### config.mk
export PLATFORM = sky130hd
export DESIGN_NAME = mml_note_sequencer_unit
export DESIGN_NICKNAME = d
export VERILOG_FILES = /design/src/hw/rtl/mns_pkg.sv /design/src/hw/rtl/mml_note_sequencer_unit.sv /design/src/hw/rtl/mns_ctrl.sv /design/src/hw/rtl/mns_dp.sv
export SDC_FILE = /design/constraint.sdc
export NUM_CORES = 1
export LEC_CHECK = 0
export BUFFER_PORTS_ARGS = -buffer_cell sky130_fd_sc_hd__buf_2
export CAP_MARGIN = 20
export CORE_UTILIZATION = 49
export DETAILED_ROUTE_END_ITERATION = 10
export GPL_TIMING_DRIVEN = 0
export PLACE_DENSITY = 0.66
export SLEW_MARGIN = 40
export SYNTH_ARGS = -nofsm -noshare
export SYNTH_HDL_FRONTEND = slang
export SYNTH_HIERARCHICAL = 1
export SYNTH_SLANG_ARGS = --single-unit
### constraint.sdc
create_clock -name clk -period 17.7 [get_ports clk]
set_input_delay 0 -clock clk [delete_from_list [all_inputs] [get_ports clk]]
set_output_delay 0 -clock clk [all_outputs]
set_load 0.01 [all_outputs]
### src/hw/rtl/mns_pkg.sv
// Shared types, character codes and tables for the MML note sequencer.
package mns_pkg;

	typedef enum logic [3:0] {
		M_IDLE      = 4'd0,
		M_NOTE_ACC  = 4'd1,
		M_NOTE_BASE = 4'd2,
		M_NOTE_DIG  = 4'd3,
		M_NOTE_DOT  = 4'd4,
		M_NUM_O     = 4'd5,
		M_NUM_Q     = 4'd6,
		M_NUM_L     = 4'd7,
		M_NUM_T     = 4'd8,
		M_L_DOT     = 4'd9,
		M_EXT       = 4'd10
	} parse_mode_t;

	typedef enum logic [3:0] {
		S_IDLE,
		S_FIRST,
		S_DIV_LEN,
		S_SECOND,
		S_DIV_TOT,
		S_NOTE,
		S_THIRD,
		S_ERR
	} ctrl_state_t;

	typedef enum logic [2:0] {
		OP_NONE,
		OP_FIRST,
		OP_LEN_WB,
		OP_SECOND,
		OP_THIRD,
		OP_LD_NOTE,
		OP_LD_ERR
	} dp_op_t;

	typedef struct packed {
		logic   ld_byte;
		dp_op_t op;
	} dp_cmd_t;

	typedef struct packed {
		logic f_err;
		logic f_done;
		logic f_div;
		logic s_done;
		logic s_div;
		logic t_err;
		logic tie;
		logic div_busy;
		logic slot_free;
	} dp_status_t;

	localparam logic [1:0] EV_NOTE  = 2'd0;
	localparam logic [1:0] EV_REST  = 2'd1;
	localparam logic [1:0] EV_ERROR = 2'd2;

	localparam logic [7:0] CH_NUL   = 8'h00;
	localparam logic [7:0] CH_0     = 8'h30;
	localparam logic [7:0] CH_9     = 8'h39;
	localparam logic [7:0] CH_A     = 8'h41;
	localparam logic [7:0] CH_G     = 8'h47;
	localparam logic [7:0] CH_R     = 8'h52;
	localparam logic [7:0] CH_O     = 8'h4F;
	localparam logic [7:0] CH_Q     = 8'h51;
	localparam logic [7:0] CH_L     = 8'h4C;
	localparam logic [7:0] CH_T     = 8'h54;
	localparam logic [7:0] CH_LT    = 8'h3C;
	localparam logic [7:0] CH_GT    = 8'h3E;
	localparam logic [7:0] CH_PLUS  = 8'h2B;
	localparam logic [7:0] CH_MINUS = 8'h2D;
	localparam logic [7:0] CH_HASH  = 8'h23;
	localparam logic [7:0] CH_DOT   = 8'h2E;
	localparam logic [7:0] CH_AMP   = 8'h26;
	localparam logic [7:0] CH_DOLR  = 8'h24;
	localparam logic [7:0] CH_SEMI  = 8'h3B;

	localparam logic [4:0] TOP_SHIFT = 5'd17;

	function automatic logic [30:0] tone_tab(input logic [3:0] i);
		logic [30:0] v;
		unique case (i)
			4'd0:    v = 31'd1071618315;
			4'd1:    v = 31'd1135340056;
			4'd2:    v = 31'd1202850889;
			4'd3:    v = 31'd1274376125;
			4'd4:    v = 31'd1350154473;
			4'd5:    v = 31'd1430438836;
			4'd6:    v = 31'd1515497155;
			4'd7:    v = 31'd1605613306;
			4'd8:    v = 31'd1701088041;
			4'd9:    v = 31'd1802240000;
			4'd10:   v = 31'd1909406767;
			4'd11:   v = 31'd2022946002;
			default: v = 31'd0;
		endcase
		return v;
	endfunction

	function automatic logic [3:0] letter_ofs(input logic [2:0] i);
		logic [3:0] v;
		unique case (i)
			3'd0:    v = 4'd9;
			3'd1:    v = 4'd11;
			3'd2:    v = 4'd0;
			3'd3:    v = 4'd2;
			3'd4:    v = 4'd4;
			3'd5:    v = 4'd5;
			3'd6:    v = 4'd7;
			default: v = 4'd0;
		endcase
		return v;
	endfunction

	// idx / 12 by reciprocal, exact for 8-bit idx
	function automatic logic [4:0] div12(input logic [7:0] idx);
		logic [15:0] p;
		p = 16'(idx) * 16'd171;
		return p[15:11];
	endfunction

endpackage

### src/hw/rtl/mml_note_sequencer_unit.sv
// Top level of the MML note sequencer: controller plus datapath.
// Input channel: in_valid/in_ready carry one text byte per word.
// Output channel: out_valid/out_ready carry one event word (note, rest or
// syntax error) with tone, tick counts, tie flag and last_of_run.
// A byte gives zero, one or two words; last_of_run marks the final one.
// A byte that closes a note runs the shared 24-step restoring divider
// (length*125/tempo) before its note word is loaded, and one that closes
// a numeric length runs it as well for WHOLE/n.
// One byte is worked at a time; in_ready is high only between bytes.
// The result register holds one word: while the receiver stalls, the
// unit waits before loading the next word but may already take a byte.
// Reset sets octave 4, length of a quarter note, tempo 120, quantize 7,
// clears the parse state and drops any pending output word.
module mml_note_sequencer_unit #(
	parameter int TICK_WIDTH       = 16,
	parameter int WHOLE_NOTE_UNITS = 192
) (
	input  logic        clk,
	input  logic        arst_n,
	input  logic        in_valid,
	output logic        in_ready,
	input  logic [7:0]  text_byte,
	output logic        out_valid,
	input  logic        out_ready,
	output logic [1:0]  event_kind,
	output logic [30:0] tone_value,
	output logic        tone_changed,
	output logic [15:0] sound_ticks,
	output logic [15:0] total_ticks,
	output logic        tied,
	output logic        last_of_run
);

	mns_pkg::dp_cmd_t    cmd;
	mns_pkg::dp_status_t st;

	mns_ctrl u_ctrl (
		.clk      (clk),
		.arst_n   (arst_n),
		.in_valid (in_valid),
		.in_ready (in_ready),
		.st       (st),
		.cmd      (cmd)
	);

	mns_dp #(
		.TICK_WIDTH       (TICK_WIDTH),
		.WHOLE_NOTE_UNITS (WHOLE_NOTE_UNITS)
	) u_dp (
		.clk          (clk),
		.arst_n       (arst_n),
		.cmd          (cmd),
		.text_byte    (text_byte),
		.st           (st),
		.out_valid    (out_valid),
		.out_ready    (out_ready),
		.event_kind   (event_kind),
		.tone_value   (tone_value),
		.tone_changed (tone_changed),
		.sound_ticks  (sound_ticks),
		.total_ticks  (total_ticks),
		.tied         (tied),
		.last_of_run  (last_of_run)
	);

endmodule

### src/hw/rtl/mns_ctrl.sv
// Sequencing state machine for the MML note sequencer.
module mns_ctrl (
	input  logic                clk,
	input  logic                arst_n,
	input  logic                in_valid,
	output logic                in_ready,
	input  mns_pkg::dp_status_t st,
	output mns_pkg::dp_cmd_t    cmd
);

	mns_pkg::ctrl_state_t state_q, state_d;

	always_ff @(posedge clk or negedge arst_n) begin
		if (!arst_n) begin
			state_q <= mns_pkg::S_IDLE;
		end else begin
			state_q <= state_d;
		end
	end

	always_comb begin
		state_d = state_q;
		unique case (state_q)
			mns_pkg::S_IDLE: begin
				if (in_valid) state_d = mns_pkg::S_FIRST;
			end
			mns_pkg::S_FIRST: begin
				priority if (st.f_err) state_d = mns_pkg::S_ERR;
				else if (st.f_done) state_d = mns_pkg::S_IDLE;
				else if (st.f_div) state_d = mns_pkg::S_DIV_LEN;
				else state_d = mns_pkg::S_SECOND;
			end
			mns_pkg::S_DIV_LEN: begin
				if (!st.div_busy) state_d = mns_pkg::S_SECOND;
			end
			mns_pkg::S_SECOND: begin
				priority if (st.s_done) state_d = mns_pkg::S_IDLE;
				else if (st.s_div) state_d = mns_pkg::S_DIV_TOT;
				else state_d = mns_pkg::S_THIRD;
			end
			mns_pkg::S_DIV_TOT: begin
				if (!st.div_busy) state_d = mns_pkg::S_NOTE;
			end
			mns_pkg::S_NOTE: begin
				if (st.slot_free) state_d = st.tie ? mns_pkg::S_IDLE : mns_pkg::S_THIRD;
			end
			mns_pkg::S_THIRD: begin
				state_d = st.t_err ? mns_pkg::S_ERR : mns_pkg::S_IDLE;
			end
			mns_pkg::S_ERR: begin
				if (st.slot_free) state_d = mns_pkg::S_IDLE;
			end
			default: state_d = mns_pkg::S_IDLE;
		endcase
	end

	always_comb begin
		in_ready    = 1'b0;
		cmd.ld_byte = 1'b0;
		cmd.op      = mns_pkg::OP_NONE;
		unique case (state_q)
			mns_pkg::S_IDLE: begin
				in_ready    = 1'b1;
				cmd.ld_byte = in_valid;
			end
			mns_pkg::S_FIRST:   cmd.op = mns_pkg::OP_FIRST;
			mns_pkg::S_DIV_LEN: begin
				if (!st.div_busy) cmd.op = mns_pkg::OP_LEN_WB;
			end
			mns_pkg::S_SECOND:  cmd.op = mns_pkg::OP_SECOND;
			mns_pkg::S_DIV_TOT: cmd.op = mns_pkg::OP_NONE;
			mns_pkg::S_NOTE: begin
				if (st.slot_free) cmd.op = mns_pkg::OP_LD_NOTE;
			end
			mns_pkg::S_THIRD:   cmd.op = mns_pkg::OP_THIRD;
			mns_pkg::S_ERR: begin
				if (st.slot_free) cmd.op = mns_pkg::OP_LD_ERR;
			end
			default: cmd.op = mns_pkg::OP_NONE;
		endcase
	end

endmodule

### src/hw/rtl/mns_dp.sv
// Datapath of the MML note sequencer: parse state, shared divider, result register.
module mns_dp #(
	parameter int TICK_WIDTH       = 16,
	parameter int WHOLE_NOTE_UNITS = 192
) (
	input  logic                clk,
	input  logic                arst_n,
	input  mns_pkg::dp_cmd_t    cmd,
	input  logic [7:0]          text_byte,
	output mns_pkg::dp_status_t st,
	output logic                out_valid,
	input  logic                out_ready,
	output logic [1:0]          event_kind,
	output logic [30:0]         tone_value,
	output logic                tone_changed,
	output logic [15:0]         sound_ticks,
	output logic [15:0]         total_ticks,
	output logic                tied,
	output logic                last_of_run
);

	localparam logic [15:0] TICK_LIM = (TICK_WIDTH >= 16) ? 16'hFFFF
		: 16'((64'd1 << TICK_WIDTH) - 64'd1);
	localparam logic [23:0] WHOLE = 24'(WHOLE_NOTE_UNITS);
	localparam logic [8:0]  DEF_LEN = 9'(WHOLE_NOTE_UNITS / 4);
	localparam int          DIV_STEPS = 24;

	typedef enum logic [3:0] {
		F_ACCUM, F_ACCID, F_FIRSTDIG, F_TO_DOT, F_NDIG_ERR, F_NDIG_DIV, F_OQ,
		F_T_ERR, F_T_SET, F_L_ERR, F_L_DIV, F_EXT, F_PASS
	} first_act_t;

	logic [7:0]  byte_q;
	logic [3:0]  octave_q;
	logic [8:0]  default_length_q;
	logic [7:0]  tempo_q;
	logic [3:0]  quantize_q;
	logic [7:0]  last_tone_q;
	mns_pkg::parse_mode_t mode_q, wm_q;
	logic [7:0]  acc_q;
	logic [7:0]  pti_q;
	logic        prest_q;
	logic [15:0] plen_q;
	logic        tie_q;
	logic        len_to_default_q;

	logic [23:0] dvd_q;
	logic [7:0]  rem_q;
	logic [7:0]  dsr_q;
	logic [4:0]  cnt_q;
	logic        busy_q;

	logic        ov_q;
	logic [1:0]  kind_q;
	logic [30:0] tone_q;
	logic        chg_q;
	logic [15:0] snd_q;
	logic [15:0] tot_q;
	logic        tied_q;
	logic        last_q;

	logic        is_dig, is_acc, is_letter, idle_err;
	logic [3:0]  dval;
	first_act_t  fa;
	logic [11:0] acc_next;
	logic [8:0]  rs;
	logic        rs_ge;
	logic [16:0] pl_ext;
	logic [9:0]  dl_ext;
	logic [7:0]  idx;
	logic [15:0] tot_sat;
	logic [19:0] snd_prod;
	logic [4:0]  idx_hi;
	logic [3:0]  idx_lo;
	logic [4:0]  shamt;
	logic        slot_free;
	logic        ld_word;
	logic        cut_short;

	assign is_dig    = (byte_q >= mns_pkg::CH_0) && (byte_q <= mns_pkg::CH_9);
	assign is_acc    = (byte_q == mns_pkg::CH_PLUS) || (byte_q == mns_pkg::CH_HASH)
		|| (byte_q == mns_pkg::CH_MINUS);
	assign is_letter = (byte_q >= mns_pkg::CH_A) && (byte_q <= mns_pkg::CH_G);
	assign dval      = 4'(byte_q - mns_pkg::CH_0);
	assign idle_err  = !(is_letter || byte_q == mns_pkg::CH_R || byte_q == mns_pkg::CH_LT
		|| byte_q == mns_pkg::CH_GT || byte_q == mns_pkg::CH_O || byte_q == mns_pkg::CH_Q
		|| byte_q == mns_pkg::CH_L || byte_q == mns_pkg::CH_T
		|| byte_q == mns_pkg::CH_DOLR || byte_q == mns_pkg::CH_NUL);
	assign acc_next  = 12'(acc_q) * 12'd10 + 12'(dval);
	assign slot_free = !ov_q || out_ready;
	assign ld_word   = (cmd.op == mns_pkg::OP_LD_NOTE) || (cmd.op == mns_pkg::OP_LD_ERR);
	assign cut_short = !prest_q && quantize_q < 4'd8 && !tie_q;

	always_comb begin
		priority if (is_dig && (mode_q == mns_pkg::M_NOTE_DIG || mode_q == mns_pkg::M_NUM_O
				|| mode_q == mns_pkg::M_NUM_Q || mode_q == mns_pkg::M_NUM_L
				|| mode_q == mns_pkg::M_NUM_T)) fa = F_ACCUM;
		else if (mode_q == mns_pkg::M_NOTE_ACC && is_acc) fa = F_ACCID;
		else if ((mode_q == mns_pkg::M_NOTE_ACC || mode_q == mns_pkg::M_NOTE_BASE) && is_dig)
			fa = F_FIRSTDIG;
		else if (mode_q == mns_pkg::M_NOTE_ACC || mode_q == mns_pkg::M_NOTE_BASE) fa = F_TO_DOT;
		else if (mode_q == mns_pkg::M_NOTE_DIG) fa = (acc_q == 8'd0) ? F_NDIG_ERR : F_NDIG_DIV;
		else if (mode_q == mns_pkg::M_NUM_O || mode_q == mns_pkg::M_NUM_Q) fa = F_OQ;
		else if (mode_q == mns_pkg::M_NUM_T) fa = (acc_q == 8'd0) ? F_T_ERR : F_T_SET;
		else if (mode_q == mns_pkg::M_NUM_L) fa = (acc_q == 8'd0) ? F_L_ERR : F_L_DIV;
		else if (mode_q == mns_pkg::M_EXT) fa = F_EXT;
		else fa = F_PASS;
	end

	always_comb begin
		st.f_err  = (fa == F_NDIG_ERR) || (fa == F_T_ERR) || (fa == F_L_ERR)
			|| (fa == F_EXT && byte_q == mns_pkg::CH_NUL);
		st.f_done = (fa == F_ACCUM) || (fa == F_ACCID) || (fa == F_FIRSTDIG) || (fa == F_EXT);
		st.f_div  = (fa == F_NDIG_DIV) || (fa == F_L_DIV);
		st.s_done = (wm_q == mns_pkg::M_NOTE_DOT || wm_q == mns_pkg::M_L_DOT)
			&& byte_q == mns_pkg::CH_DOT;
		st.s_div  = wm_q == mns_pkg::M_NOTE_DOT && byte_q != mns_pkg::CH_DOT;
		st.t_err  = idle_err;
		st.tie    = tie_q;
		st.div_busy  = busy_q;
		st.slot_free = slot_free;
	end

	assign rs     = {rem_q, dvd_q[23]};
	assign rs_ge  = rs >= {1'b0, dsr_q};
	assign pl_ext = 17'(plen_q) + 17'(plen_q >> 1);
	assign dl_ext = 10'(default_length_q) + 10'(default_length_q >> 1);
	assign idx    = prest_q ? 8'd0 : pti_q;
	assign tot_sat = (dvd_q > {8'd0, TICK_LIM}) ? TICK_LIM : dvd_q[15:0];
	assign snd_prod = 20'(tot_sat) * 20'(quantize_q);
	assign idx_hi = mns_pkg::div12(idx);
	assign idx_lo = 4'(idx - 8'(idx_hi) * 8'd12);
	assign shamt  = 5'(mns_pkg::TOP_SHIFT - idx_hi);

	always_ff @(posedge clk) begin
		if (cmd.ld_byte) byte_q <= text_byte;
	end

	always_ff @(posedge clk or negedge arst_n) begin
		if (!arst_n) begin
			octave_q         <= 4'd4;
			default_length_q <= DEF_LEN;
			tempo_q          <= 8'd120;
			quantize_q       <= 4'd7;
			last_tone_q      <= 8'd0;
			mode_q           <= mns_pkg::M_IDLE;
			wm_q             <= mns_pkg::M_IDLE;
			acc_q            <= 8'd0;
			pti_q            <= 8'd0;
			prest_q          <= 1'b0;
			plen_q           <= 16'd0;
			tie_q            <= 1'b0;
			len_to_default_q <= 1'b0;
			dvd_q            <= 24'd0;
			rem_q            <= 8'd0;
			dsr_q            <= 8'd0;
			busy_q           <= 1'b0;
			cnt_q            <= 5'd0;
			ov_q             <= 1'b0;
			kind_q           <= mns_pkg::EV_NOTE;
			tone_q           <= 31'd0;
			chg_q            <= 1'b0;
			snd_q            <= 16'd0;
			tot_q            <= 16'd0;
			tied_q           <= 1'b0;
			last_q           <= 1'b0;
		end else begin
			if (ov_q && out_ready && !ld_word) ov_q <= 1'b0;
			if (busy_q) begin
				rem_q <= rs_ge ? 8'(rs - {1'b0, dsr_q}) : rs[7:0];
				dvd_q <= {dvd_q[22:0], rs_ge};
				cnt_q <= cnt_q - 5'd1;
				if (cnt_q == 5'd1) busy_q <= 1'b0;
			end
			unique case (cmd.op)
				mns_pkg::OP_FIRST: begin
					unique case (fa)
						F_ACCUM: acc_q <= (acc_next > 12'd255) ? 8'd255 : acc_next[7:0];
						F_ACCID: begin
							if (!prest_q)
								pti_q <= (byte_q == mns_pkg::CH_MINUS) ? pti_q - 8'd1 : pti_q + 8'd1;
							mode_q <= mns_pkg::M_NOTE_BASE;
						end
						F_FIRSTDIG: begin
							acc_q  <= 8'(dval);
							mode_q <= mns_pkg::M_NOTE_DIG;
						end
						F_TO_DOT: wm_q <= mns_pkg::M_NOTE_DOT;
						F_NDIG_DIV, F_L_DIV: begin
							wm_q  <= (fa == F_L_DIV) ? mns_pkg::M_L_DOT : mns_pkg::M_NOTE_DOT;
							len_to_default_q <= (fa == F_L_DIV);
							dvd_q  <= WHOLE;
							rem_q  <= 8'd0;
							dsr_q  <= acc_q;
							cnt_q  <= 5'(DIV_STEPS);
							busy_q <= 1'b1;
						end
						F_OQ: begin
							if (mode_q == mns_pkg::M_NUM_O)
								octave_q <= (acc_q > 8'd15) ? 4'd15 : acc_q[3:0];
							else
								quantize_q <= (acc_q > 8'd15) ? 4'd15 : acc_q[3:0];
							wm_q <= mns_pkg::M_IDLE;
						end
						F_T_SET: begin
							tempo_q <= acc_q;
							wm_q    <= mns_pkg::M_IDLE;
						end
						F_EXT: begin
							if (byte_q == mns_pkg::CH_SEMI) mode_q <= mns_pkg::M_IDLE;
						end
						F_PASS: wm_q <= mode_q;
						F_NDIG_ERR, F_T_ERR, F_L_ERR: ;
						default: ;
					endcase
				end
				mns_pkg::OP_LEN_WB: begin
					if (len_to_default_q) default_length_q <= dvd_q[8:0];
					else plen_q <= dvd_q[15:0];
				end
				mns_pkg::OP_SECOND: begin
					if (wm_q == mns_pkg::M_NOTE_DOT) begin
						if (byte_q == mns_pkg::CH_DOT) begin
							plen_q <= pl_ext[16] ? 16'hFFFF : pl_ext[15:0];
							mode_q <= mns_pkg::M_NOTE_DOT;
						end else begin
							tie_q  <= (byte_q == mns_pkg::CH_AMP);
							dvd_q  <= 24'(plen_q) * 24'd125;
							rem_q  <= 8'd0;
							dsr_q  <= tempo_q;
							cnt_q  <= 5'(DIV_STEPS);
							busy_q <= 1'b1;
						end
					end else if (wm_q == mns_pkg::M_L_DOT && byte_q == mns_pkg::CH_DOT) begin
						default_length_q <= (dl_ext > 10'd511) ? 9'd511 : dl_ext[8:0];
						mode_q <= mns_pkg::M_L_DOT;
					end
				end
				mns_pkg::OP_THIRD: begin
					if (is_letter || byte_q == mns_pkg::CH_R) begin
						prest_q <= (byte_q == mns_pkg::CH_R);
						pti_q   <= (byte_q == mns_pkg::CH_R) ? 8'd0
							: 8'(octave_q) * 8'd12 + 8'(mns_pkg::letter_ofs(3'(byte_q - mns_pkg::CH_A)))
							+ 8'd12;
						plen_q  <= 16'(default_length_q);
						acc_q   <= 8'd0;
						mode_q  <= mns_pkg::M_NOTE_ACC;
					end else if (byte_q == mns_pkg::CH_LT) begin
						octave_q <= octave_q - 4'd1;
						mode_q   <= mns_pkg::M_IDLE;
					end else if (byte_q == mns_pkg::CH_GT) begin
						octave_q <= octave_q + 4'd1;
						mode_q   <= mns_pkg::M_IDLE;
					end else if (byte_q == mns_pkg::CH_O) begin
						acc_q <= 8'd0; mode_q <= mns_pkg::M_NUM_O;
					end else if (byte_q == mns_pkg::CH_Q) begin
						acc_q <= 8'd0; mode_q <= mns_pkg::M_NUM_Q;
					end else if (byte_q == mns_pkg::CH_L) begin
						acc_q <= 8'd0; mode_q <= mns_pkg::M_NUM_L;
					end else if (byte_q == mns_pkg::CH_T) begin
						acc_q <= 8'd0; mode_q <= mns_pkg::M_NUM_T;
					end else if (byte_q == mns_pkg::CH_DOLR) begin
						mode_q <= mns_pkg::M_EXT;
					end else begin
						mode_q <= mns_pkg::M_IDLE;
					end
				end
				mns_pkg::OP_LD_NOTE: begin
					ov_q        <= 1'b1;
					mode_q      <= mns_pkg::M_IDLE;
					chg_q       <= (idx != last_tone_q);
					last_tone_q <= cut_short ? 8'd0 : idx;
					tot_q       <= tot_sat;
					tied_q      <= tie_q;
					last_q      <= tie_q || !idle_err;
					if (prest_q) begin
						kind_q <= mns_pkg::EV_REST;
						tone_q <= 31'd0;
						snd_q  <= 16'd0;
					end else begin
						kind_q <= mns_pkg::EV_NOTE;
						tone_q <= mns_pkg::tone_tab(idx_lo) >> shamt;
						snd_q  <= cut_short ? snd_prod[18:3] : tot_sat;
					end
				end
				mns_pkg::OP_LD_ERR: begin
					ov_q   <= 1'b1;
					mode_q <= mns_pkg::M_IDLE;
					kind_q <= mns_pkg::EV_ERROR;
					tone_q <= 31'd0;
					chg_q  <= 1'b0;
					snd_q  <= 16'd0;
					tot_q  <= 16'd0;
					tied_q <= 1'b0;
					last_q <= 1'b1;
				end
				mns_pkg::OP_NONE: ;
				default: ;
			endcase
		end
	end

	assign out_valid    = ov_q;
	assign event_kind   = kind_q;
	assign tone_value   = tone_q;
	assign tone_changed = chg_q;
	assign sound_ticks  = snd_q;
	assign total_ticks  = tot_q;
	assign tied         = tied_q;
	assign last_of_run  = last_q;

`ifndef SYNTH
	a_kind_range: assert property (@(posedge clk) disable iff (!arst_n)
		ov_q |-> kind_q != 2'd3) else $error("bad event kind");
	a_err_zero: assert property (@(posedge clk) disable iff (!arst_n)
		ov_q && kind_q == mns_pkg::EV_ERROR |-> tone_q == 31'd0 && tot_q == 16'd0 && last_q)
		else $error("error word carries data");
	a_rest_silent: assert property (@(posedge clk) disable iff (!arst_n)
		ov_q && kind_q == mns_pkg::EV_REST |-> snd_q == 16'd0 && tone_q == 31'd0)
		else $error("rest word sounds");
	a_snd_le_tot: assert property (@(posedge clk) disable iff (!arst_n)
		ov_q |-> snd_q <= tot_q) else $error("sound exceeds total");
	a_no_overwrite: assert property (@(posedge clk) disable iff (!arst_n)
		(cmd.op == mns_pkg::OP_LD_NOTE || cmd.op == mns_pkg::OP_LD_ERR) |-> slot_free)
		else $error("result overwritten");
`endif

endmodule
==> flow_summary.json, run 1 <==
{
  "port_buffers": 81,
  "clock.fmax_mhz": 91.1,
  "drt_wl_total_um": 70400,
  "critPathLaunchType": "flip-flop",
  "hpwl_um": 54800,
  "ys_types": 100,
  "coreArea_mm2": 0.0419,
  "post_cts_buffers": 0,
  "htree_levels": 1,
  "start_util": 0.497,
  "cts_resized": 0,
  "numClockSinks": 202,
  "finalHoldViolations": 0,
  "path_clk_slew_ns": 0.06,
  "r2r_start": "u_dp/prest_q",
  "grt_overflow": 0,
  "avgViaCountPerCell": 6.29,
  "max_slew_margin": 0.386,
  "stdcell_count": 3147,
  "synth_warnings": 6,
  "grt_util_met3": 0.0492,
  "fin_tns_setup_ns": 0,
  "syn_area_per_cell_um2": 8.44,
  "skew_ns": 0.0287,
  "synthTopCellsByArea": "dfrtp_1 (22%), ha_1 (9.9%), fa_1 (9.9%)",
  "slew_viol_final": 0,
  "grt_pass1_wl_um": 112000,
  "ant_nets": 0,
  "ios": 82,
  "die_h_um": 208,
  "dr.pass1.iters": 6,
  "drt-initial-drc-count": 1910,
  "cts_tree": "yes",
  "synth_top_area_cell": "dfrtp_1",
  "grtUsageMet1": 0.472,
  "grt_max_degree": 59,
  "cp_slowest_cell": "xnor3_1",
  "cp_max_fo": 10,
  "antenna_found_initial": 0,
  "cts_made_buffers": 26,
  "die-area_mm2": 0.0432,
  "clk_latency_ns": 0.57,
  "cpPeakStageDelay_ns": 0.75,
  "arrival_ns": 11.44,
  "fin_crit_ns": 10.98,
  "status": "finished clean",
  "min_period_over_period": 0.620,
  "cap_violations": 0,
  "first_global_vias": 19500,
  "gp_congestion": 0.984,
  "criticalPathCategory": "reg -> reg",
  "reg2reg_depth": 29,
  "endpoint_kind": "flip-flop",
  "yosys_most_used_dff": "dfrtp_1",
  "num_rows": 75,
  "hp-class": "in -> async",
  "rsz0062_at_grt": "false",
  "syn_area_mm2": 0.0208,
  "synth.top_cell.area_share": 0.222,
  "crit_top_cell": "inv_1",
  "clk_path_buf_depth": 3,
  "synthToLayoutAreaGrowth_pct": 10.9,
  "ys_seq_elements": 202,
  "tightest_slew_ns": 0.915,
  "postCtsHoldBufs": 11,
  "busiest_layer": "met2",
  "fill_cells": 3969,
  "vias": 19800,
  "met2_usage": 0.508,
  "drive_gt1_frac": 0.0955,
  "fin_nets": 2868,
  "synth_nets": 2743,
  "async_flop_share": 0.960,
  "syn_inst": 2463,
  "synth-edff-count": 8,
  "root_buffer": "clkbuf_16",
  "remaining_drc_errors": 0,
  "rr_endpoint": "u_dp/tone_value[1]",
  "yosysSeqAreaShare": 0.246,
  "grtUsageTotal": 0.326,
  "wl_per_cell_um": 22.4,
  "placed_cells": 3087,
  "required_ns": 18.17,
  "die_x_um": 208,
  "r2r_slack_ns": 6.72,
  "setup_viol": 0,
  "diodes": 0
}
metal layers:
metal / part of all wire / up-vias / routed length (um)
li1: - / 9027 / -
met1: 0.45 / 9791 / 31700
met2: 0.44 / 835 / 31300
met3: 0.079 / 144 / 5530
met4: 0.026 / 0 / 1850
met5: 0 / - / 0
synth_stat cells, drive strengths merged, types with 44 or more instances:
master	n
nand2	206
nor2b	55
dfrtp	184
clkbuf	105
xnor2	67
ha	165
nand3	45
mux2i	44
fa	103
nor2	238
o21ai	192
a21oi	171
inv	229
critical path: cells and delay by family, from the launching register on:
kind | cells | cell delay [ns]
flip-flops | 1 | 0.49
buffers and inverters | 11 | 3.46
AO/OA/AOI/OAI | 7 | 2.66
adder cells (fa/ha/maj) | 5 | 2.27
AND/OR/NAND/NOR | 5 | 1.22
XOR/XNOR | 1 | 0.75
cell usage in the layout (no fill, tap or decap), types with 12 or more instances in the layout:
master	synthesis	routed
nor2_1	238	235
inv_1	226	226
nand2_1	206	206
dfrtp_1	184	184
o21ai_0	178	176
a21oi_1	170	169
ha_1	165	165
clkbuf_1	105	104
fa_1	103	103
buf_2	10	91
xnor2_1	65	63
nor2b_1	54	54
nand3_1	45	45
mux2i_1	44	44
nor3_1	41	39
a31oi_1	33	33
xor2_1	31	30
a21o_1	29	29
clkbuf_16	0	26
o22ai_1	26	26
a211oi_1	25	25
nand2b_1	24	24
o211ai_1	24	24
a22o_1	23	23
o221ai_1	22	22
mux2_2	21	21
o31ai_1	19	19
a221oi_1	18	18
and2_1	17	17
o21ai_1	13	15
or3_1	15	15
a22oi_1	12	12
how the worst max path moves through the flow:
stage	start	endpoint	slack, ns	depth (start not counted)
finish	u_dp/prest_q	u_dp/tone_value[1]	6.72	29
global placement	u_dp/pti_q[0]	u_dp/tone_value[4]	6.68	30
detailed placement	u_dp/prest_q	u_dp/tone_value[1]	7.02	28
global route	u_dp/prest_q	u_dp/tone_value[1]	6.44	29
floorplan	u_dp/pti_q[0]	u_dp/tone_value[8]	10.01	31
CTS	u_dp/prest_q	u_dp/tone_value[1]	6.95	28
cells by family (layout without fill, tap and decap cells):
kind of cell / count (synthesis) / in the layout / synth area share
AO/OA/AOI/OAI: 729 / 729 / 0.234
AND/OR/NAND/NOR: 722 / 722 / 0.164
buffers and inverters: 364 / 509 / 0.0687
adder cells (fa/ha/maj): 270 / 270 / 0.200
flip-flops: 202 / 202 / 0.246
XOR/XNOR: 102 / 102 / 0.0464
multiplexers: 74 / 74 / 0.0418
sequential cells by signal, indices dropped and copies added (netlist names), 5 cells and up:
| register | count |
|---|---|
| u_dp/tone_value | 31 |
| u_dp/dvd_q | 24 |
| u_dp/plen_q | 16 |
| u_dp/sound_ticks | 16 |
| u_dp/total_ticks | 16 |
| u_dp/default_length_q | 9 |
| u_dp/acc_q | 8 |
| u_dp/byte_q | 8 |
| u_dp/dsr_q | 8 |
| u_dp/last_tone_q | 8 |
| u_dp/pti_q | 8 |
| u_dp/rem_q | 8 |
| u_dp/tempo_q | 8 |
| u_dp/cnt_q | 5 |
final cells by class:
cell class,count,area (um^2),area share
Multi-Input combinational cell,1897,14300,0.621
Sequential cell,202,5110,0.222
Inverter,231,867,0.0376
Clock buffer,29,682,0.0296
Tap cell,539,674,0.0293
Timing Repair Buffer,97,638,0.0277
Buffer,133,563,0.0244
Clock inverter,19,199,0.00863
per-stage QoR:
stage / worst slack (ns) / area (um^2) / hold WS (ns) / utilization
6_report: 6.72 / 23100 / 0.0172 / 0.551
5_1_grt: 6.44 / 23100 / 0.0431 / 0.551
4_1_cts: 6.95 / 23000 / 0.0175 / 0.550
3_5_place_dp: 7.02 / 22000 / -0.0870 / 0.526
3_3_place_gp: 6.68 / 21900 / 0.178 / 0.522
2_1_floorplan: 10.01 / 20800 / -0.296 / -
Power of run 1 is left out: the tool's default activity adds up to more than one toggle a clock period on the data nets, which glitch-free logic cannot reach.
==> run 2, diff against run 1 <==
ABC_AREA = 1   (was default)
PLACE_DENSITY = 0.68   (was 0.66)
clock period = 9 ns   (was 17.7 ns; I/O delays follow)
==> flow_summary.json, run 2 <==
{
  "num_rows": 73,
  "largest_reg_flops": 31,
  "cts_resized": 0,
  "vias": 19400,
  "ys_seq_elements": 202,
  "coreArea_mm2": 0.0402,
  "synth_nets": 3098,
  "finalHoldViolations": 0,
  "criticalPathCategory": "reg -> reg",
  "synth_top_area_cell": "dfrtp_1",
  "ant_nets": 0,
  "clk_path_buf_depth": 3,
  "ys_types": 63,
  "cp_max_fo": 10,
  "syn_inst": 2818,
  "mostFrequentLayoutCells": "nand2_1 (649), inv_1 (444), nand3_1 (263), nor2_1 (245), o21ai_0 (189)",
  "synth_warnings": 6,
  "numClockSinks": 202,
  "root_buffer": "clkbuf_16",
  "fin_tns_setup_ns": 0,
  "hp-class": "in -> async",
  "clk_latency_ns": 0.54,
  "hpwl_um": 47400,
  "r2r_start": "u_dp/pti_q[0]",
  "async_flop_share": 0.960,
  "fin_ws_ns": 1.63,
  "skew_ns": 0.0163,
  "stdcell_count": 3482,
  "critPathLaunch": "u_dp/pti_q[0]",
  "path_clk_slew_ns": 0.06,
  "yosysSeqAreaShare": 0.253,
  "rsz0062_at_grt": "false",
  "grt_pass1_wl_um": 96300,
  "required_ns": 9.42,
  "max_slew_margin": 0.406,
  "slew_viol_final": 0,
  "fin_crit_ns": 7.37,
  "diodes": 0,
  "cpPeakStageDelay_ns": 0.53,
  "synthToLayoutAreaGrowth_pct": 10.6,
  "die-area_mm2": 0.0420,
  "synthTopCellsByArea": "dfrtp_1 (23%), nand2_1 (12%), ha_1 (10%)",
  "arrival_ns": 7.80,
  "layout_commonest_cell": "nand2_1",
  "htree_levels": 1,
  "clock.fmax_mhz": 136,
  "antenna_found_initial": 0,
  "avgViaCountPerCell": 5.58,
  "grt_max_degree": 73,
  "syn_area_mm2": 0.0202,
  "ys_top_cells_by_count": "nand2_1 (649), inv_1 (444), nand3_1 (263)",
  "synth.top_cell.area_share": 0.228,
  "drt-initial-drc-count": 1365,
  "fin_nets": 3219,
  "ios": 82,
  "dr.pass1.iters": 5,
  "yosysMostFrequentCell": "nand2_1",
  "synth-edff-count": 8,
  "placed_cells": 3427,
  "syn_area_per_cell_um2": 7.15,
  "grtUsageTotal": 0.286,
  "first_global_vias": 18700,
  "cts_tree": "yes",
  "cap_violations": 0,
  "remaining_drc_errors": 0,
  "tightest_slew_ns": 0.891,
  "wl_per_cell_um": 17.0,
  "gp_congestion": 0.967,
  "start_util": 0.502,
  "endpoint_kind": "flip-flop",
  "dp_slack_ns": 1.76,
  "status": "finished clean",
  "final_area_mm2": 0.0223,
  "yosys_most_used_dff": "dfrtp_1",
  "grt_overflow": 0,
  "min_period_over_period": 0.819,
  "drive_gt1_frac": 0.0805,
  "port_buffers": 81,
  "critPathLaunchType": "flip-flop",
  "dpl_cell_area_mm2": 0.0213,
  "cts_made_buffers": 24,
  "die_h_um": 205,
  "drt_wl_total_um": 59200,
  "setup_viol": 0,
  "cp_slowest_cell": "fa_1",
  "die_x_um": 205
}
==> run 2: cell count changes in the layout (fill, tap and decap cells not counted), moves of 23 or more <==
cell / delta
a22o_1: -23
a21o_1: -24
a21oi_1: -48
xnor2_1: -45
mux2i_1: -39
clkbuf_1: -53
nor2b_1: -54
inv_1: +218
nand3_1: +218
nand2_1: +443
nand2b_1: -24
==> run 2: worst paths after layout <==
check                                      end  slack [ns]  depth (start not counted)
max                         u_dp/tone_value[1]        1.63                         33
min                        u_dp/tone_value[12]        0.05                          3
max reg2reg                 u_dp/tone_value[1]        1.63                         33
min reg2reg                u_dp/tone_value[13]        0.48                          2
max in group asynchronous      u_dp/tempo_q[6]        7.92                          5
min in group clk             u_ctrl/state_q[1]        0.08                          8
==> run 2: final cells by class <==
class                      instances  area, um^2
fill                            3935       17900
multi-input combinational       2066       12900
sequential                       202        5110
inverter                         463        1750
clock buffer                      36         717
tap                              525         657
timing repair buffer              95         608
buffer                            87         445
clock inverter                     8         124
==> run 2: worst max-delay path: cells and delay by family (launching register included) <==
kind	cells	cell delay, ns
simple gates	18	2.59
fa+ha+maj	5	2.06
buf+inv	9	1.87
flops	1	0.45
compound gates	1	0.24
==> run 2: cells by family after synthesis <==
logic type / share of synthesized area
compound gates: 0.137
xor+xnor: 0.0217
fa+ha+maj: 0.205
buf+inv: 0.109
flops: 0.253
mux: 0.00248
simple gates: 0.272
==> run 2: metal layers <==
metal | share of wire | global-route usage | vias up
met5 | 0 | 0 | -
met4 | 0.026 | 0.0741 | 0
met3 | 0.061 | 0.0364 | 101
met2 | 0.46 | 0.470 | 614
met1 | 0.46 | 0.397 | 9321
li1 | - | - | 9385
==> run 2: timing repair <==
item / 4_1_cts / 5_1_grt
buffers inserted: 0 / 0
hold endpoints to repair: 130 / 0
hold buffers: 11 / 0
==> run 2: stage by stage <==
stage,utilization,hold slack [ns]
after floorplan,-,-0.296
after global placement,0.528,0.182
after detailed placement,0.531,-0.179
after CTS,0.554,0.0473
after global routing,0.555,0.0883
final,0.555,0.0481
Power of run 2 is left out for the same reason.
